### src/design/swbc_pkg.sv
// swbc_pkg: fixed widths, opcodes, line status codes and age-unit result type
// for the set-associative write-back cache. No dependencies.
package swbc_pkg;

  localparam int ADDR_W = 17;
  localparam int DATA_W = 32;
  localparam int AGE_W  = 32;

  typedef enum logic [0:0] {OP_READ = 1'b0, OP_WRITE = 1'b1} op_t;

  typedef enum logic [1:0] {
    ST_INVALID  = 2'd0,
    ST_VALID    = 2'd1,
    ST_MODIFIED = 2'd2
  } line_status_t;

  // result of one pass through the shared age unit
  typedef struct packed {
    logic             hit;
    logic             take;
    logic [AGE_W-1:0] age;
  } age_res_t;

endpackage

### src/design/swbc_age_unit.sv
// swbc_age_unit: shared per-way hit check, saturating age increment and
// victim compare, used once per way during the set scan. Uses swbc_pkg.
module swbc_age_unit (
  input  logic                         way_valid,
  input  logic                         tag_eq,
  input  logic [swbc_pkg::AGE_W-1:0]   age,
  input  logic [swbc_pkg::AGE_W-1:0]   best,
  input  logic                         first,
  output swbc_pkg::age_res_t           res
);
  logic hit;
  logic [swbc_pkg::AGE_W-1:0] age_inc;

  assign hit     = way_valid & tag_eq;
  assign age_inc = (&age) ? age : age + swbc_pkg::AGE_W'(1);

  always_comb begin
    res.hit  = hit;
    res.age  = hit ? '0 : age_inc;
    // strict compare keeps the lowest way on ties
    res.take = !hit && (first || (age_inc > best));
  end
endmodule

### config.mk
export PLATFORM = sky130hd
export DESIGN_NAME = swbc_age_unit
export DESIGN_NICKNAME = d
export VERILOG_FILES = /design/src/design/swbc_pkg.sv /design/src/design/swbc_age_unit.sv
export SDC_FILE = /design/constraint.sdc
export NUM_CORES = 1
export LEC_CHECK = 0
export BUFFER_PORTS_ARGS = -buffer_cell sky130_fd_sc_hd__buf_2
export CAP_MARGIN = 20
export CORE_ASPECT_RATIO = 0.75
export CORE_UTILIZATION = 53
export DETAILED_ROUTE_END_ITERATION = 12
export PLACE_DENSITY_LB_ADDON = 0.08
export REMOVE_ABC_BUFFERS = 1
export SLEW_MARGIN = 20
export SYNTH_ARGS = -nofsm -noshare
export SYNTH_HDL_FRONTEND = slang
export SYNTH_SLANG_ARGS = --single-unit
### constraint.sdc
create_clock -name vclk -period 14
set_input_delay 2.8 -clock vclk [all_inputs]
set_output_delay 2.8 -clock vclk [all_outputs]
set_load 0.005 [all_outputs]
==> results of run 1 <==
[power breakdown]
part	total (mW)	switching, mW	internal [mW]
registers	0	0	0
logic	0.0598	0.0322	0.0276
clock network	0	0	0
[kinds of logic after synthesis]
kind of cell,after synthesis
compound gates,57
mux,8
xor+xnor,20
fa+ha+maj,33
buf+inv,44
simple gates,130
[critical path: cells and delay by family]
family,cells,cell delay (ps)
AOI/OAI and AO/OA,3,510
xor gates and xnor gates,1,190
buffers and inverters,2,270
and+or+nand+nor,6,2240
adders and majority gates,1,320
[cell usage in the layout, fill, tap and decap left out, drive strengths merged, types with 2 or more instances in the layout]
cell type  instances
nand4             18
inv               34
a2111oi            6
mux2               2
a31oi              2
o211ai             2
xor2               6
nand3             16
a21o               3
nand2             30
and4               3
nor4               5
a21oi             22
a211oi             2
nor3               6
and3               8
and2              19
mux2i              6
o2111ai            3
or3                9
buf              101
or4                4
nor2               6
xnor2             14
o21ai             11
o31ai              2
ha                33
nand2b             5
[area by class of cell]
type               instances  area [sq um]
inverters                 34           128
multi-input cells        248          1860
well taps                 52          65.1
fillers                  351          1120
repair buffers           101           505
[per-stage QoR]
stage | instance area [sq um] | instances
3_3_place_gp | 2560 | 435
2_1_floorplan | 1990 | 282
4_1_cts | 2560 | 435
5_1_grt | 2560 | 435
3_5_place_dp | 2560 | 435
6_report | 2560 | 435
[metal layers]
layer	wire, um	vias up	GRT usage [%]	part of all wire [%]
li1	-	1257	-	-
met1	3040	1062	45.9	53
met2	2260	93	40.0	40
met3	398	2	0.362	7.0
met4	10	0	0.275	0.18
met5	0	-	0	0
[worst min path at each step]
| stage | from | to | slack, ps | cells past startpoint |
|---|---|---|---|---|
| after floorplan | age[10] | res[10] | 5700 | 2 |
| after global placement | age[10] | res[10] | 5930 | 4 |
| after detailed placement | age[10] | res[10] | 5940 | 4 |
| after CTS | age[10] | res[10] | 5940 | 4 |
| after global routing | age[10] | res[10] | 5970 | 4 |
| final | age[10] | res[10] | 5930 | 4 |
==> flow_summary.toml, run 1 <==
[power_and_ir_drop]
p_leak_nw = 1.37
power_mw = 0.0598
ir_drop_mv = 0.0142
p_per_area_nw_per_um2 = 23.4

[logic_synthesis]
yosys.area.top_type = "ha_1"
synth.avg_cell_area_sq_um = 7.00
synth_cell_types = 48
synth_top_family_by_area = "simple AND/OR/NAND/NOR gates"
synth-seq-area-share_pct = 0
muxShareOfSynthArea_pct = 4.04
yosysWarnings = 0
synth_top_area_share_pct = 20.2
synth_xor_area_share_pct = 8.57
synthAdderAreaFrac_pct = 20.2
synth_compound_area_share_pct = 20.2
synth_most_common_cell = "inv_1"
synth_common_cells = "inv_1, ha_1, nand2_1"
synthesis.area_sq_um = 2040
yosys-top-cells-area = "ha_1, inv_1, xnor2_1"
synthCells = 292
yosys.area_share.simple_pct = 38.1

[run]
cap_violations = 0

[global_route]
track_usage_pct = 27.3
grt_pass1_wl_um = 9200
grt_max_degree = 29
antenna_found_initial = 0
gr-total-overflow = 0
grt_pass1_vias = 2064

[sta]
grt_setup_unrepaired = "no"
setup_viol_count_final = 0
slew_headroom_pct = 45.1
slew_viol_final = 0
worst_slew_pin_slew_ps = 821
post-route-worst-setup-slack_ps = 4860
hold_slack_ps = 5930
min_period_ps = 9140
finalSetupTns_ps = 0
post-route-period-util_pct = 65.3
hold_viol_final = 0
max_freq_ghz = 0.109

[placement]
portBuffers = 101
place_hpwl_um = 4820
place_ws_ps = 4850
place.gp.congestion = 0.854

[setup_path]
cp-start-kind = "input port"
worst-path-max-fanout = 13
end_kind = "output port"
cp-endpoint = "res[32]"
required_ps = 11200
cpMaxStageDelayCell = "nor4_4"
critPathMaxStageDelay_ps = 710
crit_type = "input port to output port"
critPathArrivalTime_ps = 6340
crit_top_cell = "buf_2"
crit_path_start = "age[6]"
path_cells = "buf_2, and3_1, nand3_4, nor4_4, nor3_1, xor2_1, ha_1, nand4_1, or4_1, a21oi_1, o31ai_1, a211oi_1, buf_2"

[floorplan]
die_width_um = 73.7
io_pins = 101
fp.dieArea_sq_um = 4110
die_y_um = 55.8
rows = 19
initial_utilization_pct = 55.4
core_sq_um = 3680

[clock_tree]
cts_setup_buffers = 0
cts_resized = 0
postCtsHoldBufs = 0

[cells_and_area]
n_sequential_cell = 0
antenna_cells = 0
post-route-util_pct = 69.5
drive_above_1_share_pct = 30.5
seqCellArea_sq_um = 0
nClkBuffers = 0
nets = 485
synthToLayoutAreaGrowth_pct = 25.3

[route]
drt_iter0_drc = 120
post_drt_wl_per_cell_um = 13.1
antenna_left = 0
first_pass_iters = 5
vias_per_cell = 5.55
via_count = 2414
drc = 0
finalWirelength_um = 5710

[outcome]
status = "finished, final reports clean"

[min_path]
hold_path_class = "input port to output port"
No activity file was read; power rests on OpenSTA's default activity.
==> inputs of run 2 (changes only) <==
--- a/config.mk
+++ b/config.mk
@@ -5,10 +5,11 @@
 export SDC_FILE = /design/constraint.sdc
 export NUM_CORES = 1
 export LEC_CHECK = 0
+export ABC_AREA = 1
 export BUFFER_PORTS_ARGS = -buffer_cell sky130_fd_sc_hd__buf_2
 export CAP_MARGIN = 20
 export CORE_ASPECT_RATIO = 0.75
-export CORE_UTILIZATION = 53
+export CORE_UTILIZATION = 50
 export DETAILED_ROUTE_END_ITERATION = 12
 export PLACE_DENSITY_LB_ADDON = 0.08
 export REMOVE_ABC_BUFFERS = 1
==> constraint.sdc (replaced) <==
create_clock -name vclk -period 9.3
set_input_delay 1.86 -clock vclk [all_inputs]
set_output_delay 1.86 -clock vclk [all_outputs]
set_load 0.005 [all_outputs]
==> flow_summary.toml, run 2 <==
[sta]
hold_viol_final = 0
slew_headroom_pct = 43.5
worst_slew_pin_slew_ps = 848
post-route-worst-setup-slack_ps = 2470
post-route-period-util_pct = 73.4
finalSetupTns_ps = 0
grt_setup_unrepaired = "no"
max_freq_ghz = 0.146
slew_viol_final = 0
min_period_ps = 6830
hold_slack_ps = 4020
setup_viol_count_final = 0

[setup_path]
critPathMaxStageDelay_ps = 630
cpMaxStageDelayCell = "nand3_4"
worst-path-max-fanout = 63
crit_type = "input port to output port"
critPathArrivalTime_ps = 4970
cp-start-kind = "input port"
required_ps = 7440
path_cells = "buf_2, ha_1, nand2_2, nor2_4, nand2_2, nor2_4, nand3_4, o21ai_1, inv_1, ha_1, nand2_1, nand2_1, nand2_1, nand2_1, nand2_1, nand2_1, nand2_1, nand2_1, nand2_1, nand2_1, nand2_1, a21oi_1, buf_2"
cp-endpoint = "res[32]"
crit_top_cell = "nand2_1"
crit_path_start = "age[0]"
end_kind = "output port"

[placement]
dp.cells = 519
postPlaceCellArea_sq_um = 2660
place.gp.congestion = 0.931
place_ws_ps = 2480
place_hpwl_um = 5320
portBuffers = 101

[cells_and_area]
seqCellArea_sq_um = 0
nets = 566
fillerInstances = 434
finalNonFillerCells = 519
antenna_cells = 0
final_cell_mix = "nand2_1, buf_2, inv_1, nor2_1, ha_1"
n_sequential_cell = 0
nClkBuffers = 0
post-route-util_pct = 65.2
drive_above_1_share_pct = 30.4
final_common_cell = "nand2_1"
final_area_sq_um = 2660
synthToLayoutAreaGrowth_pct = 24.0

[logic_synthesis]
yosysWarnings = 0
synth_most_common_cell = "nand2_1"
yosys.area.top_type = "nand2_1"
synth_top_area_share_pct = 19.8
synth_common_cells = "nand2_1, inv_1, nor2_1"
synth_cell_types = 28
synth-seq-area-share_pct = 0
synthesis.area_sq_um = 2150
synthCells = 372
synth.avg_cell_area_sq_um = 5.77
yosys-top-cells-area = "nand2_1, ha_1, a21oi_2"

[route]
antenna_left = 0
drc = 0
via_count = 2556
vias_per_cell = 4.92
drt_iter0_drc = 126
first_pass_iters = 5
finalWirelength_um = 6040
post_drt_wl_per_cell_um = 11.6

[power_and_ir_drop]
p_per_area_nw_per_um2 = 37.5
internal-power_mw = 0.0447
ir_drop_mv = 0.0257
combPwrFrac_pct = 100.0
p_sw_share_pct = 55.1
switching_power_mw = 0.0549
seqPwrFrac_pct = 0
power_mw = 0.0997
p_leak_nw = 1.51
pwr-share-clk_pct = 0

[clock_tree]
postCtsHoldBufs = 0
cts_resized = 0
cts_setup_buffers = 0

[global_route]
grt_max_degree = 64
grt_pass1_vias = 2186
grt_pass1_wl_um = 9790
gr-total-overflow = 0
track_usage_pct = 26.8
antenna_found_initial = 0

[floorplan]
core_sq_um = 4080
initial_utilization_pct = 52.6
die_width_um = 77.6
io_pins = 101
fp.dieArea_sq_um = 4560
die_y_um = 58.7
rows = 20

[min_path]
holdCritStartpoint = "first"
hold_path_class = "input port to output port"

[run]
cap_violations = 0

[outcome]
status = "finished, final reports clean"
-- run 2: changes by cell type after synthesis, sizes merged, moves of 9 or more --
cell,change
nand2,+85
nor2,+36
inv,+25
a21oi,+22
and2,-19
nand4,-11
or3,-9
xor2,+9
-- run 2: final cells by class --
type                       count  area (sq um)  area share [%]
inverter                      60           225            8.47
tap                           55          68.8            2.59
timing repair buffer         102           513            19.3
multi-input combinational    302          1850            69.7
-- run 2: cell families (layout without fill, tap and decap cells) --
group	Yosys count	after routing	share of synthesized area [%]
xor+xnor	31	31	12.7
simple gates	189	189	37.6
fa+ha+maj	33	33	19.2
buf+inv	70	162	13.6
compound gates	49	49	16.9
-- run 2: critical path, delay by kind of cell --
kind | cells | cell delay [ps]
AND/OR/NAND/NOR | 16 | 1690
adder cells (fa/ha/maj) | 2 | 540
AO/OA/AOI/OAI | 2 | 510
buffers and inverters | 3 | 350
-- run 2: metal layers --
metal  up-vias  wire length, um  global-route usage (%)
met2        94             2530                    44.0
met4         0               48                    2.43
met3         6              336                   0.310
li1       1357                -                       -
met5         -                0                       0
met1      1099             3130                    40.6
-- run 2: power by group through the flow --
stage / sequential [mW] / combinational [mW] / clock [mW]
floorplan: 0 / 0.0593 / 0
global placement: 0 / 0.0971 / 0
detailed placement: 0 / 0.0993 / 0
CTS: 0 / 0.0999 / 0
global route: 0 / 0.114 / 0
finish: 0 / 0.0997 / 0
-- run 2: how the worst min path moves through the flow --
stage	endpoint	cells after the start
3_5_place_dp	res[32]	4
5_1_grt	res[32]	4
6_report	res[32]	4
3_3_place_gp	res[32]	4
4_1_cts	res[32]	4
2_1_floorplan	res[32]	2
==> inputs of run 3 (changes only) <==
--- a/config.mk
+++ b/config.mk
@@ -5,11 +5,11 @@
 export SDC_FILE = /design/constraint.sdc
 export NUM_CORES = 1
 export LEC_CHECK = 0
-export ABC_AREA = 1
+export ABC_AREA = 0
 export BUFFER_PORTS_ARGS = -buffer_cell sky130_fd_sc_hd__buf_2
 export CAP_MARGIN = 20
 export CORE_ASPECT_RATIO = 0.75
-export CORE_UTILIZATION = 50
+export CORE_UTILIZATION = 49
 export DETAILED_ROUTE_END_ITERATION = 12
 export PLACE_DENSITY_LB_ADDON = 0.08
 export REMOVE_ABC_BUFFERS = 1
==> constraint.sdc (replaced) <==
create_clock -name vclk -period 6.62
set_input_delay 1.324 -clock vclk [all_inputs]
set_output_delay 1.324 -clock vclk [all_outputs]
set_load 0.005 [all_outputs]
==> flow_summary.toml, run 3 (synthesized netlist as in run 1, its figures left out) <==
[clock_tree]
cts_resized = 0
cts_setup_buffers = 0
postCtsHoldBufs = 0

[global_route]
grt_pass1_vias = 2064
grt_pass1_wl_um = 9400
antenna_found_initial = 0
grt_max_degree = 29
track_usage_pct = 25.3
gr-total-overflow = 0

[sta]
post-route-period-util_pct = 89.9
min_period_ps = 5950
setup_viol_count_final = 0
hold_viol_final = 0
slew_viol_final = 0
max_freq_ghz = 0.168
worst_slew_pin_slew_ps = 506
grt_setup_unrepaired = "no"
post-route-worst-setup-slack_ps = 668
finalSetupTns_ps = 0
slew_headroom_pct = 65.8

[setup_path]
crit_type = "input port to output port"
required_ps = 5300
critPathMaxStageDelay_ps = 570
path_cells = "buf_2, ha_1, and2_1, nand2_2, nor4_4, or4_1, xnor2_1, ha_1, nand4_1, or4_1, a21oi_1, o31ai_1, a211oi_1, buf_2"
end_kind = "output port"
cpMaxStageDelayCell = "or4_1"
cp-start-kind = "input port"
worst-path-max-fanout = 8
critPathArrivalTime_ps = 4630

[floorplan]
fp.dieArea_sq_um = 4430
die_width_um = 76.6
io_pins = 101
initial_utilization_pct = 53.4
core_sq_um = 3830
die_y_um = 57.9
rows = 19

[route]
dr_wl_met3_um = 461
post_drt_wl_per_cell_um = 13.1
vias_per_cell = 5.61
antenna_left = 0
drt-met1-wl_um = 2930
wl_met2_um = 2320
drc = 0
drt_iter0_drc = 120
first_pass_iters = 4
topRoutingLayerUsed = "met4"
via_count = 2451
finalWirelength_um = 5720

[placement]
place_ws_ps = 693
portBuffers = 101
place.gp.congestion = 0.946
place_hpwl_um = 4910
postPlaceCellArea_sq_um = 2570

[power_and_ir_drop]
p_per_area_nw_per_um2 = 49.3
power_mw = 0.127
ir_drop_mv = 0.0291
p_leak_nw = 1.38

[run]
cap_violations = 0

[cells_and_area]
final_cell_mix = "buf_2, inv_1, ha_1, nand2_1, a21oi_1"
synthToLayoutAreaGrowth_pct = 26.0
final_area_sq_um = 2570
n_sequential_cell = 0
drive_above_1_share_pct = 30.9
post-route-util_pct = 67.3
final_common_cell = "buf_2"
nClkBuffers = 0
nets = 487
antenna_cells = 0
seqCellArea_sq_um = 0

[min_path]
hold_path_class = "input port to output port"
hold_depth = 4

[outcome]
status = "finished, final reports clean"
run 3: cell type report:
type	count	area, sq um
multi-input cells	248	1860
inverters	34	128
repair buffers	103	520
well taps	52	65.1
fillers	359	1250
run 3: stage by stage:
step / hold WS [ps] / cells
3_3_place_gp: 2980 / 437
2_1_floorplan: 2750 / 282
5_1_grt: 3010 / 437
3_5_place_dp: 2990 / 437
4_1_cts: 2990 / 437
6_report: 2980 / 437
run 3: worst paths after layout:
kind                     from      end  slack [ps]
worst max-delay path   age[0]  res[32]         670
worst min-delay path  age[10]  res[10]        2980
run 3: power by group:
| part | total [mW] | switching (mW) | internal [mW] |
|---|---|---|---|
| Combinational | 0.127 | 0.0682 | 0.0588 |
| Clock | 0 | 0 | 0 |
| Sequential | 0 | 0 | 0 |
run 3: critical path: cells and delay by family:
kind,cells,cell delay [ps]
AND/OR/NAND/NOR,6,1730
adder cells (fa/ha/maj),2,580
XOR/XNOR,1,160
AO/OA/AOI/OAI,3,510
buffers and inverters,2,300
run 3: routing by layer:
metal	GRT usage, %	vias to the layer above
met2	38.2	108
met1	40.4	1077
li1	-	1264
met3	1.57	2
met5	0	-
met4	1.37	0
